### config.mk
export PLATFORM = sky130hd
export DESIGN_NAME = grid_path_reachability
export DESIGN_NICKNAME = d
export VERILOG_FILES = /design/src/rtl/core/gpr_pkg.sv /design/src/rtl/core/gpr_front.sv /design/src/rtl/core/gpr_queue.sv /design/src/rtl/core/gpr_back.sv /design/src/rtl/core/grid_path_reachability.sv
export SDC_FILE = /design/constraint.sdc
export NUM_CORES = 1
export LEC_CHECK = 0
export BUFFER_PORTS_ARGS = -buffer_cell sky130_fd_sc_hd__buf_2
export CORE_UTILIZATION = 60
export CTS_CLUSTER_SIZE = 14
export DETAILED_ROUTE_END_ITERATION = 8
export MAX_ROUTING_LAYER = met4
export PLACE_DENSITY_LB_ADDON = 0.05
export SLEW_MARGIN = 10
export SYNTH_ARGS = -nofsm -noshare
export SYNTH_HDL_FRONTEND = slang
export SYNTH_HIERARCHICAL = 1
export SYNTH_SLANG_ARGS = --single-unit
### constraint.sdc
create_clock -name clk -period 27.3 [get_ports clk]
set_input_delay 2.73 -clock clk [delete_from_list [all_inputs] [get_ports clk]]
set_output_delay 2.73 -clock clk [all_outputs]
set_load 0.01 [all_outputs]
### src/rtl/core/gpr_pkg.sv
// Shared types and constants for the grid path reachability block.
// Used by the classifier, the item queue and the flood engine; no dependencies.
package gpr_pkg;

  // Coordinate fields are four bits wide at the ports
  localparam int COORD_W = 4;

  // Work classes decided at the front
  typedef enum logic [3:0] {
    OP_WRITE  = 4'b0001,  // set or clear one in-range cell
    OP_SEARCH = 4'b0010,  // flood from start toward target
    OP_HIT    = 4'b0100,  // answer is known to be 1 (start equals target)
    OP_MISS   = 4'b1000   // answer is known to be 0 (coordinate off the grid)
  } op_t;

  // One classified item as it travels through the queue
  typedef struct packed {
    op_t                op;
    logic [COORD_W-1:0] x;
    logic [COORD_W-1:0] y;
    logic               occupied;
    logic [COORD_W-1:0] tx;
    logic [COORD_W-1:0] ty;
  } item_t;

endpackage

### src/rtl/core/gpr_front.sv
// Front end: classifies each incoming item and drops writes that fall off the grid.
// Depends on gpr_pkg for the item and class types.
module gpr_front import gpr_pkg::*; #(
  parameter int GRID_SIDE = 9
) (
  input  logic               kind,
  input  logic [COORD_W-1:0] cell_x,
  input  logic [COORD_W-1:0] cell_y,
  input  logic               occupied,
  input  logic [COORD_W-1:0] target_x,
  input  logic [COORD_W-1:0] target_y,
  output item_t              item,
  output logic               keep
);

  localparam logic [COORD_W:0] SIDE = (COORD_W+1)'(GRID_SIDE);

  logic start_in;
  logic target_in;
  logic same_cell;

  // Range checks on one extra bit so a side of sixteen still compares right
  assign start_in  = ({1'b0, cell_x} < SIDE) && ({1'b0, cell_y} < SIDE);
  assign target_in = ({1'b0, target_x} < SIDE) && ({1'b0, target_y} < SIDE);
  assign same_cell = (cell_x == target_x) && (cell_y == target_y);

  // Pick the work class; an off-grid query still answers 0 even on the same cell
  always_comb begin
    item.x        = cell_x;
    item.y        = cell_y;
    item.occupied = occupied;
    item.tx       = target_x;
    item.ty       = target_y;
    keep          = 1'b1;
    priority if (!kind) begin
      item.op = OP_WRITE;
      keep    = start_in;
    end else if (!(start_in && target_in)) begin
      item.op = OP_MISS;
    end else if (same_cell) begin
      item.op = OP_HIT;
    end else begin
      item.op = OP_SEARCH;
    end
  end

endmodule

### src/rtl/core/gpr_queue.sv
// Short FIFO of classified items between the front end and the flood engine.
// Depends on gpr_pkg for the item type.
module gpr_queue import gpr_pkg::*; #(
  parameter int DEPTH = 2
) (
  input  logic  clk,
  input  logic  rst,
  input  logic  push,
  input  item_t push_item,
  output logic  full,
  input  logic  pop,
  output logic  nonempty,
  output item_t head
);

  localparam int PTR_W = (DEPTH > 1) ? $clog2(DEPTH) : 1;
  localparam int CNT_W = $clog2(DEPTH + 1);

  item_t              slots [DEPTH];
  logic [PTR_W-1:0]   wr_ptr;
  logic [PTR_W-1:0]   rd_ptr;
  logic [CNT_W-1:0]   count;

  assign full     = (count == CNT_W'(DEPTH));
  assign nonempty = (count != '0);
  assign head     = slots[rd_ptr];

  // Store the pushed item
  always_ff @(posedge clk) begin
    if (push && !full) begin
      slots[wr_ptr] <= push_item;
    end
  end

  // Advance pointers and track the fill level
  always_ff @(posedge clk) begin
    if (rst) begin
      wr_ptr <= '0;
      rd_ptr <= '0;
      count  <= '0;
    end else begin
      if (push && !full) begin
        wr_ptr <= (wr_ptr == PTR_W'(DEPTH - 1)) ? '0 : wr_ptr + 1'b1;
      end
      if (pop && nonempty) begin
        rd_ptr <= (rd_ptr == PTR_W'(DEPTH - 1)) ? '0 : rd_ptr + 1'b1;
      end
      unique case ({push && !full, pop && nonempty})
        2'b10:   count <= count + 1'b1;
        2'b01:   count <= count - 1'b1;
        default: count <= count;
      endcase
    end
  end

endmodule

### src/rtl/core/gpr_back.sv
// Back end: holds the occupancy grid and runs the wavefront flood for each query.
// Depends on gpr_pkg for the item and class types.
module gpr_back import gpr_pkg::*; #(
  parameter int GRID_SIDE = 9
) (
  input  logic  clk,
  input  logic  rst,
  input  logic  q_valid,
  input  item_t q_item,
  output logic  q_pop,
  output logic  result_valid,
  input  logic  result_ready,
  output logic  reachable
);

  localparam int CELLS = GRID_SIDE * GRID_SIDE;

  typedef enum logic [1:0] {
    ST_IDLE  = 2'b01,
    ST_FLOOD = 2'b10
  } state_t;

  state_t             state;
  logic [CELLS-1:0]   occ;
  logic [CELLS-1:0]   visited;
  logic [CELLS-1:0]   grow;
  logic [CELLS-1:0]   start_hot;
  logic [CELLS-1:0]   write_hot;
  logic [CELLS-1:0]   target_hot;
  logic [COORD_W-1:0] tx;
  logic [COORD_W-1:0] ty;
  logic               slot_free;
  logic               hit;
  logic               done;
  logic               out_load;
  logic               out_value;

  // One cell per grid position: decodes and the one-ring spread of the wavefront
  for (genvar gy = 0; gy < GRID_SIDE; gy++) begin : g_row
    for (genvar gx = 0; gx < GRID_SIDE; gx++) begin : g_col
      localparam int I = gy * GRID_SIDE + gx;
      logic from_l, from_r, from_u, from_d;
      logic here;

      if (gx > 0) begin : g_l
        assign from_l = visited[I-1];
      end else begin : g_nl
        assign from_l = 1'b0;
      end
      if (gx < GRID_SIDE - 1) begin : g_r
        assign from_r = visited[I+1];
      end else begin : g_nr
        assign from_r = 1'b0;
      end
      if (gy > 0) begin : g_u
        assign from_u = visited[I-GRID_SIDE];
      end else begin : g_nu
        assign from_u = 1'b0;
      end
      if (gy < GRID_SIDE - 1) begin : g_d
        assign from_d = visited[I+GRID_SIDE];
      end else begin : g_nd
        assign from_d = 1'b0;
      end

      assign here = (q_item.x == COORD_W'(gx)) && (q_item.y == COORD_W'(gy));
      assign start_hot[I]  = here;
      assign write_hot[I]  = here;
      assign target_hot[I] = (tx == COORD_W'(gx)) && (ty == COORD_W'(gy));
      assign grow[I] = visited[I] | (~occ[I] & (from_l | from_r | from_u | from_d));
    end
  end

  assign slot_free = !result_valid || result_ready;
  assign hit       = |(grow & target_hot);
  assign done      = hit || (grow == visited);

  // Take the head item when its work can finish in this cycle or start a flood
  always_comb begin
    q_pop = 1'b0;
    if (state == ST_IDLE && q_valid) begin
      unique case (q_item.op)
        OP_WRITE, OP_SEARCH: q_pop = 1'b1;
        OP_HIT, OP_MISS:     q_pop = slot_free;
        default:             q_pop = 1'b0;
      endcase
    end
  end

  // Pick the result that completes in this cycle, if any
  always_comb begin
    out_load  = 1'b0;
    out_value = 1'b0;
    unique case (state)
      ST_IDLE: begin
        if (q_pop && (q_item.op == OP_HIT || q_item.op == OP_MISS)) begin
          out_load  = 1'b1;
          out_value = (q_item.op == OP_HIT);
        end
      end
      ST_FLOOD: begin
        out_load  = done && slot_free;
        out_value = hit;
      end
      default: ;
    endcase
  end

  // Apply writes to the occupancy grid
  always_ff @(posedge clk) begin
    if (rst) begin
      occ <= '0;
    end else if (q_pop && q_item.op == OP_WRITE) begin
      occ <= (occ & ~write_hot) | (write_hot & {CELLS{q_item.occupied}});
    end
  end

  // Load the output register, or drop it once transferred
  always_ff @(posedge clk) begin
    if (rst) begin
      result_valid <= 1'b0;
    end else if (out_load) begin
      result_valid <= 1'b1;
      reachable    <= out_value;
    end else if (result_ready) begin
      result_valid <= 1'b0;
    end
  end

  // Sequence the flood
  always_ff @(posedge clk) begin
    if (rst) begin
      state <= ST_IDLE;
    end else begin
      unique case (state)
        ST_IDLE: begin
          if (q_pop && q_item.op == OP_SEARCH) begin
            visited <= start_hot;
            tx      <= q_item.tx;
            ty      <= q_item.ty;
            state   <= ST_FLOOD;
          end
        end
        ST_FLOOD: begin
          if (done) begin
            // hold the finished map until the output slot frees up
            if (slot_free) begin
              state <= ST_IDLE;
            end
          end else begin
            visited <= grow;
          end
        end
        default: state <= ST_IDLE;
      endcase
    end
  end

  // The wavefront only ever grows while one query floods
  a_flood_monotonic: assert property (@(posedge clk) disable iff (rst)
    (state == ST_FLOOD && $past(state == ST_FLOOD) && !$past(rst))
      |-> ((visited & $past(visited)) == $past(visited)))
    else $error("visited map lost a cell during a flood");

  // A flood always carries at least its start cell
  a_flood_seeded: assert property (@(posedge clk) disable iff (rst)
    (state == ST_FLOOD) |-> (visited != '0))
    else $error("flood running with an empty visited map");

  // A new result comes only from a finished flood or a pre-decided query
  a_result_source: assert property (@(posedge clk) disable iff (rst)
    ($rose(result_valid) && !$past(rst))
      |-> $past(state == ST_FLOOD || (state == ST_IDLE && q_valid)))
    else $error("result raised without a query behind it");

endmodule

### src/rtl/core/grid_path_reachability.sv
// Top level of the grid path reachability block.
// Depends on gpr_pkg, gpr_front, gpr_queue and gpr_back.
//
// Keeps a GRID_SIDE x GRID_SIDE occupancy map and answers four-way reachability
// queries. Items pass through a classifier and a QUEUE_DEPTH-entry queue into
// the flood engine, so the input side keeps taking items while a flood runs
// or a result waits, until the queue is full. A write, or a query decided up
// front (start equal to target, or a coordinate off the grid), needs no flood.
// A flood query seeds the visited map with its start cell, then spreads the
// wavefront by one ring at each step, until the target is met or the wave
// stops growing. Writes out of the grid are dropped at the input and give
// no result.
module grid_path_reachability import gpr_pkg::*; #(
  parameter int GRID_SIDE   = 9,
  parameter int QUEUE_DEPTH = 2
) (
  input  logic               clk,
  input  logic               rst,
  input  logic               item_valid,
  output logic               item_ready,
  input  logic               kind,
  input  logic [COORD_W-1:0] cell_x,
  input  logic [COORD_W-1:0] cell_y,
  input  logic               occupied,
  input  logic [COORD_W-1:0] target_x,
  input  logic [COORD_W-1:0] target_y,
  output logic               result_valid,
  input  logic               result_ready,
  output logic               reachable
);

  item_t cls_item;
  item_t head;
  logic  keep;
  logic  full;
  logic  nonempty;
  logic  pop;

  assign item_ready = !full;

  // Classify incoming items
  gpr_front #(
    .GRID_SIDE (GRID_SIDE)
  ) u_front (
    .kind     (kind),
    .cell_x   (cell_x),
    .cell_y   (cell_y),
    .occupied (occupied),
    .target_x (target_x),
    .target_y (target_y),
    .item     (cls_item),
    .keep     (keep)
  );

  // Decouple the front from the flood engine
  gpr_queue #(
    .DEPTH (QUEUE_DEPTH)
  ) u_queue (
    .clk       (clk),
    .rst       (rst),
    .push      (item_valid && keep),
    .push_item (cls_item),
    .full      (full),
    .pop       (pop),
    .nonempty  (nonempty),
    .head      (head)
  );

  // Run writes and floods
  gpr_back #(
    .GRID_SIDE (GRID_SIDE)
  ) u_back (
    .clk          (clk),
    .rst          (rst),
    .q_valid      (nonempty),
    .q_item       (head),
    .q_pop        (pop),
    .result_valid (result_valid),
    .result_ready (result_ready),
    .reachable    (reachable)
  );

endmodule
-- Word-level counts from Yosys, hierarchy flattened
Memory sizes are Yosys's and may differ from the RTL's. A register that Yosys moved wholly into a read port is not among the register bits.
Index checks and enable logic that the tools add are counted.
- register bits: 178
- bits in writable memories: 42
- input port bits: 22
- memories: 1
- add/sub/neg operators: 4
- $lt $le $gt $ge: 4
- equality and inequality tests: 48
- multiplexer cells: 26
- bitwise logic cells: 456
- reductions and logical operators: 194
- memories (memory ; words ; width ; rd ports ; clocked after memory_dff ; write ports ; line ; text):
    u_queue.slots ; 2 ; 21 ; 1 ; 1 ; 1 ; gpr_queue.sv:19 ; item_t slots [DEPTH];
- operators by type and width (cell ; number):
    OR 1 bit ; 288
    AND 81 bit ; 3
    logical AND 1 bit ; 174
    2-to-1 mux 81 bit ; 2
    one-hot mux 81 bit (2 select lines) ; 1
    inverter 1 bit ; 82
    AND 1 bit ; 81
    equality test 81 bit ; 1
    inverter 81 bit ; 1
    OR 81 bit ; 1
    OR reduction 81 bit ; 1
    equality test 4 x 3 -> 1 bit (second input constant) ; 17
    equality test 4 x 2 -> 1 bit (second input constant) ; 9
    equality test 4 x 1 -> 1 bit (second input constant) ; 5
    equality test 4 bit (second input constant) ; 5
    zero test 4 bit ; 4
    < comparator 4 bit (second input constant) ; 4
    2-to-1 mux 1 bit ; 12
    equality test 4 bit ; 2
    2-to-1 mux 4 bit ; 2
    one-hot mux 2 bit (2 select lines) ; 2
    nonzero test 2 bit ; 4
    equality test 2 bit (second input constant) ; 3
    2-to-1 mux 2 bit ; 3
    14 further kinds ; 25

-- Logic depth before layout (Yosys ltp)
Gate-level depths: netlist of run 1.
- depth after elaboration: 11
- gate-level depth with buffers: 12
- depth with buffers taken out: 11

-- Cells and area by module
The synthesis of run 1 kept the hierarchy.
- by module, submodules not included (module ; times used ; cells each ; area each (µm²) ; seq. area each (µm²)):
    gpr_back ; 1 ; 1157 ; 9877.0 ; 4384.2
    gpr_queue ; 1 ; 91 ; 1734.2 ; 1361.3
    gpr_front ; 1 ; 40 ; 291.5 ; 0.0
    grid_path_reachability ; 1 ; 2 ; 10.0 ; 0.0

-- Worst setup path after synthesis of run 1
Ideal clock, no wire load.
- path type: input -> register
- start point: in rst
- end point: reg u_back.visited[0], enable pin
- data arrival time: 9032 ps
- data required time: 26663 ps
- path slack: 17632 ps
- stages: 3
- buffers on the path: 2
- cell sequence: clkbuf_1 clkbuf_1 nor3b_1
- longest elaborated chain between the ends: 2
- ends and longest elaborated chain (item ; line ; text):
    start: declaration ; grid_path_reachability.sv:18 ; input logic rst,
    inverter 1 bit (no source line) ; - ;
    AND reduction 4 bit (no source line) ; - ;
    end signal: assignment ; gpr_back.sv:138 ; visited <= start_hot;
    end signal: assignment ; gpr_back.sv:151 ; visited <= grow;
    end: declaration ; gpr_back.sv:25 ; logic [CELLS-1:0] visited;
No other way between the ends.
A chain may end at the register's enable or synchronous reset.

-- Worst setup path in the final report of run 1
- start point: reg u_back.visited[70]
- end point: reg u_back.visited[3], enable pin
- longest elaborated chain between the ends: 10
- elaborated cells between the ends (all ways): 22
- ends and longest elaborated chain (item ; line ; text):
    OR 1 bit (3 in series) ; gpr_back.sv:70 ; assign grow[I] = visited[I] | (~occ[I] & (from_l | from_r | from_u | from_d));
    AND 1 bit ; gpr_back.sv:70 ;
    OR 1 bit ; gpr_back.sv:70 ;
    AND 81 bit ; gpr_back.sv:75 ; assign hit = |(grow & target_hot);
    OR reduction 81 bit ; gpr_back.sv:75 ;
    logical OR 1 bit * ; gpr_back.sv:76 ; assign done = hit || (grow == visited);
    inequality test 2 bit (no source line) * ; - ;
    AND reduction 4 bit (no source line) * ; - ;
Mark *: on every way between the ends. The rest lies on a longest branch, timed or not.

==> impl_metrics.json, run 1 <==
{
  "die_w_microns": 143,
  "required_ps": 27440,
  "antennaDiodeCount": 0,
  "grt_usage_pct": 43.3,
  "routedWlPerCell_microns": 27.3,
  "cts_tree": "yes",
  "yosysTopAreaCellShare_pct": 33.3,
  "crit_path_end_kind": "flop",
  "dieArea_sq_um": 20400,
  "vdd_drop_max_uv": 56.0,
  "layoutNonFillerInstCount": 1561,
  "antenna_found_initial": 0,
  "drc": 0,
  "vias": 11200,
  "stdcell_area_sq_um": 13100,
  "grt_pass1_wl_mm": 62.4,
  "grt_max_degree": 89,
  "gp_routability_congestion": 1.08,
  "status": "complete, no violations",
  "yosysMostFrequentCell": "nor3_1",
  "drive_above_1_share_pct": 10.5,
  "synth_edf_count": 132,
  "synth_cells": 1290,
  "ys_top_cells_by_area": "edfxtp_1, dfxtp_1, nor3_1",
  "place_area_sq_um": 12200,
  "synth-seq-area-share_pct": 48.2,
  "cts_sinks": 221,
  "drv_slew": 0,
  "ys_warn_count": 6,
  "core_area_sq_um": 19500,
  "async_flop_share_pct": 0,
  "yosysUniqueCellTypes": 74,
  "viasPerCell": 7.18,
  "setup_viol": 0,
  "hold-path-cell-count": 2,
  "cts_inserted_buffers": 25,
  "slew_headroom_pct": 16.7,
  "cp_slowest_cell": "buf_4",
  "fillers": 1542,
  "regArea_sq_um": 5750,
  "min_period_ps": 4530,
  "synth_ff_type": "edfxtp_1",
  "num_rows": 51,
  "netlist_area_sq_um": 11900,
  "crit_top_cell": "buf_4",
  "cp-start-kind": "flop",
  "drtIter0Drc": 1401,
  "worstSetupPathType": "flop to flop",
  "syn_nets": 1315,
  "dp_hpwl_mm": 29.0,
  "max_freq_mhz": 221,
  "grt_pass1_vias": 10000,
  "ys_top_cells_by_count": "nor3_1, nor2_1, edfxtp_1, a21oi_1, dfxtp_1",
  "hp-class": "flop to flop",
  "cts_max_path_buffers": 3,
  "cp_data_arrival_time_ps": 4670,
  "finalCritPeriodShare_pct": 16.6,
  "cts_max_level": 1,
  "path_cells": "or4_1, a21oi_1, o2111ai_1, or3_1, a2111oi_2, and4bb_4, a31oi_1, nor3b_2, buf_4, buf_4",
  "hold_violations": 0,
  "dr.pass1.iters": 6,
  "final_core_util_pct": 67.1,
  "postSynthRegisterBits": 221,
  "start_util_pct": 61.2,
  "cts-root-buf": "clkbuf_16",
  "syn_area_per_cell_sq_um": 9.23,
  "path_clk_slew_ps": 60,
  "area_delta_synth_final_pct": 9.62,
  "port_buffers": 24,
  "r2r_setup_slack_ps": 22770,
  "die_h_microns": 143,
  "layout.nets": 1303,
  "placedCellCount": 1516,
  "drt.antenna.violating_nets": 0,
  "multi_input_area_sq_um": 5770,
  "io_pins": 25,
  "cts_resized": 0,
  "routed_wirelength_mm": 42.6,
  "netlist.top_cell.by_area": "edfxtp_1",
  "rsz0062_at_grt": "no",
  "clk_latency_ps": 540,
  "power.static_leakage_nw": 4.09,
  "reg2reg_to": "u_back/visited[3]$_DFFE_PP_",
  "power_density_nw_per_um2": 58.2,
  "hold_buffers": 0,
  "skew_ps": 30.7,
  "grt_overflow": 0,
  "finalSetupTns_ps": 0,
  "maxCapViolCount": 0,
  "power.total_mw": 0.760,
  "r2r_cells": 10,
  "cp_max_fo": 45,
  "worst_slew_pin_slew_ps": 1230,
  "r2r_start": "u_back/visited[70]$_DFFE_PP_",
  "cpPeakStageDelay_ps": 660,
  "whs_endpoint": "u_queue/wr_ptr$_SDFFE_PP0N_",
  "cts_setup_buffers": 0,
  "worstHoldStart": "u_queue/wr_ptr$_SDFFE_PP0N_"
}
placed cells by master, fill, tap and decap left out, drive strengths merged, types with 3 or more instances in the layout:
master	n
o31ai	78
ha	3
or4bb	3
nor4b	8
mux2	21
nand3	25
nor4	69
and3	3
clkinvlp	3
bufinv	4
nor3	201
o21bai	57
a31oi	4
a21oi	93
a21o	4
inv	17
or4b	4
a22oi	4
nand4	15
nand3b	5
clkinv	5
o21ai	32
buf	43
or4	7
or3	14
edfxtp	132
a32oi	14
a2111oi	5
xnor2	10
nor2	136
nor2b	18
nor3b	4
and2	4
nand2	85
dfxtp	89
nand2b	10
clkbuf	33
stage by stage:
| step | setup slack [ps] | hold WS, ps |
|---|---|---|
| after global placement | 22350 | 471 |
| after global routing | 22650 | 549 |
| after detailed placement | 22320 | 492 |
| after floorplan | 17630 | 452 |
| final | 22770 | 513 |
| after CTS | 22840 | 506 |
where the power goes:
part | switching (mW) | internal [mW] | leakage, nW
registers | 0.00307 | 0.357 | 2.03
clock network | 0.139 | 0.220 | 0.419
logic | 0.0305 | 0.0113 | 1.64
total | 0.172 | 0.588 | 4.09
area by class of cell:
| cell class | count | share of cell area [%] |
|---|---|---|
| Clock buffer | 33 | 5.41 |
| Clock inverter | 12 | 1.32 |
| Inverter | 17 | 0.489 |
| Multi-Input combinational cell | 970 | 44.2 |
| Sequential cell | 221 | 44.0 |
| Tap cell | 265 | 2.54 |
| Timing Repair Buffer | 43 | 2.03 |
worst max-delay path, delay by kind of cell (launching register included):
family	cells	cell delay, ps
buffers and inverters	2	1140
AOI/OAI and AO/OA	4	880
and+or+nand+nor	4	1550
DFF	1	500
routing by layer:
| layer | global-route usage, % | share of wire [%] | vias up |
|---|---|---|---|
| met1 | 52.8 | 36 | 5215 |
| met5 | - | 0 | - |
| met4 | 28.0 | 7.8 | 0 |
| met2 | 64.8 | 44 | 847 |
| met3 | 9.76 | 12 | 218 |
| li1 | - | - | 4934 |
kinds of logic after synthesis:
kind of cell / after synthesis / synth area share, %
XOR/XNOR: 12 / 0.882
adder cells (fa/ha/maj): 3 / 0.315
buffers and inverters: 99 / 3.80
AO/OA/AOI/OAI: 311 / 17.6
multiplexers: 21 / 1.99
AND/OR/NAND/NOR: 623 / 27.2
flip-flops: 221 / 48.2
worst max-delay path by stage:
| stage | startpoint | to | slack (ps) | depth (start not counted) |
|---|---|---|---|---|
| 6_report | u_back/visited[70]$_DFFE_PP_ | u_back/visited[3]$_DFFE_PP_ | 22770 | 10 |
| 5_1_grt | u_back/visited[70]$_DFFE_PP_ | u_back/visited[6]$_DFFE_PP_ | 22650 | 10 |
| 4_1_cts | u_back/visited[70]$_DFFE_PP_ | u_back/visited[6]$_DFFE_PP_ | 22840 | 10 |
| 3_5_place_dp | cell_x[0] | u_queue/slots[0][15]$_DFFE_PP_ | 22320 | 8 |
| 3_3_place_gp | cell_x[0] | u_queue/slots[0][8]$_DFFE_PP_ | 22350 | 8 |
| 2_1_floorplan | rst | u_back/visited[0]$_DFFE_PP_ | 17630 | 3 |
Note: power is estimated with default switching activity, not from simulation.
==> run 2: changes to the inputs <==
- ABC_AREA: default -> 1
- CORE_UTILIZATION: 60 -> 58
- clock period: 27.3 -> 3.8 ns (I/O delays scaled with it)
==> impl_metrics.json, run 2 <==
{
  "yosysMostFrequentCell": "nand2_1",
  "use_met1_pct": 46.7,
  "cts-root-buf": "clkbuf_16",
  "cpPeakStageDelay_ps": 620,
  "ys_warn_count": 6,
  "ys_top_cells_by_count": "nand2_1, nor2_1, inv_1, nand3_1, o21ai_0",
  "dieArea_sq_um": 23800,
  "async_flop_share_pct": 0,
  "crit_path_end_kind": "flop",
  "slew_headroom_pct": 25.4,
  "grt_pass1_vias": 11800,
  "hold_violations": 0,
  "drtIter0Drc": 1622,
  "routed_wirelength_mm": 40.6,
  "grt_max_degree": 169,
  "max_freq_mhz": 328,
  "dr.pass1.iters": 5,
  "path_clk_slew_ps": 60,
  "cts_inserted_buffers": 25,
  "finalCritPeriodShare_pct": 80.3,
  "core_area_sq_um": 22700,
  "grt_overflow": 0,
  "finalSetupTns_ps": 0,
  "yosysUniqueCellTypes": 33,
  "status": "complete, no violations",
  "grt_usage_pct": 35.9,
  "antennaDiodeCount": 0,
  "cts_setup_buffers": 0,
  "viasPerCell": 5.60,
  "path_cells": "buf_4, mux2_4, nor2_1, inv_1, nor3_1, clkinv_1, nor2_1, inv_1, o21ai_0, a21oi_1",
  "postSynthRegisterBits": 221,
  "cp_slowest_cell": "clkinv_1",
  "layout.nets": 1998,
  "die_h_microns": 154,
  "syn_nets": 2011,
  "hp-class": "input pin to flop",
  "ys_top_cells_by_area": "edfxtp_1, nand2_1, dfxtp_1",
  "die_w_microns": 154,
  "regArea_sq_um": 5750,
  "final_cell_mix": "nand2_1, nor2_1, inv_1",
  "maxCapViolCount": 0,
  "cts_tree": "yes",
  "gp_routability_congestion": 0.940,
  "cts_max_path_buffers": 3,
  "vdd_drop_max_uv": 420,
  "skew_ps": 15.6,
  "drv_slew": 0,
  "cts_sinks": 221,
  "min_period_ps": 3050,
  "power.static_leakage_nw": 5.96,
  "layout_commonest_cell": "nand2_1",
  "worstSetupPathType": "flop to flop",
  "worst_slew_pin_slew_ps": 1120,
  "cp_max_fo": 17,
  "power_density_nw_per_um2": 354,
  "multi_input_area_sq_um": 6140,
  "io_pins": 25,
  "globalRouteMet2Util_pct": 56.9,
  "num_rows": 55,
  "hold_buffers": 0,
  "dp_hpwl_mm": 27.7,
  "vias": 12700,
  "area_delta_synth_final_pct": 7.39,
  "synth_edf_count": 132,
  "start_util_pct": 59.3,
  "synth-seq-area-share_pct": 42.7,
  "synth_ff_type": "edfxtp_1",
  "fillers": 2078,
  "cts_resized": 0,
  "routedWlPerCell_microns": 17.9,
  "grt_busiest_layer": "met2",
  "cp-start-kind": "flop",
  "grtUsageMet3_pct": 4.62,
  "cts_max_level": 1,
  "clk_latency_ps": 530,
  "netlist.top_cell.by_area": "edfxtp_1",
  "port_buffers": 24,
  "cp_data_arrival_time_ps": 3440,
  "drt.antenna.violating_nets": 0,
  "setup_viol": 0,
  "crit_family": "buffers and inverters",
  "required_ps": 4180,
  "grt_pass1_wl_mm": 64.0,
  "syn_area_per_cell_sq_um": 6.78,
  "rsz0062_at_grt": "no",
  "cp_num_buf_inv": 4,
  "final_core_util_pct": 63.7,
  "antenna_found_initial": 0,
  "drc": 0,
  "netlist_area_sq_um": 13500,
  "synth_cells": 1986,
  "yosysTopAreaCellShare_pct": 29.4,
  "drive_above_1_share_pct": 6.88
}
-- run 2: changes by cell type after synthesis, moves of 57 or more --
cell and change:
inv_1 +290, nand2_1 +444, nand3_1 +150, nor2_1 +174
nor3_1 -189, nor4_1 -62, o21ai_0 +138, o21bai_1 -57
o31ai_1 -76
-- run 2: per-layer routing --
layer	wire length [microns]	part of all wire, %
met4	1850	4.6
met2	18400	45
met3	3420	8.4
met1	16900	42
met5	0	0
-- run 2: path summary, 6_finish.rpt --
path	end	cells after the start	slack, ps	start
worst max-delay path	flop	10	750	flop
worst min-delay path	u_queue/slots[0][8]$_DFFE_PP_	1	40	occupied
worst max register to register	flop	10	750	flop
worst min register to register	flop	2	470	flop
-- run 2: area by class of cell --
type / count / area share (%)
Clock buffer: 39 / 5.05
Clock inverter: 5 / 0.156
Inverter: 330 / 8.60
Multi-Input combinational cell: 1363 / 42.5
Sequential cell: 221 / 39.7
Tap cell: 285 / 2.47
Timing Repair Buffer: 32 / 1.52
-- run 2: cells by family after synthesis --
group / count (synthesis) / synth area share [%]
flip-flops: 221 / 42.7
AO/OA/AOI/OAI: 259 / 9.71
multiplexers: 21 / 2.31
buffers and inverters: 402 / 11.9
adder cells (fa/ha/maj): 3 / 0.279
AND/OR/NAND/NOR: 1080 / 33.1
-- run 2: per-stage QoR --
stage | cells | area [sq um] | hold WS, ps | total power, mW | worst slack (ps)
CTS | 2275 | 14500 | 24.6 | 5.15 | 765
global route | 2275 | 14500 | 39.8 | 5.28 | 564
finish | 2275 | 14500 | 45.0 | 5.12 | 747
detailed placement | 2231 | 13700 | 466 | 2.90 | 795
global placement | 2231 | 13700 | 456 | 2.89 | 844
floorplan | 1986 | 13500 | 450 | 2.82 | 252
-- run 2: power breakdown --
group	switching [mW]	total, mW	internal [mW]
sequential	0.0116	2.57	2.56
clock	0.965	2.27	1.31
combinational	0.204	0.280	0.0757
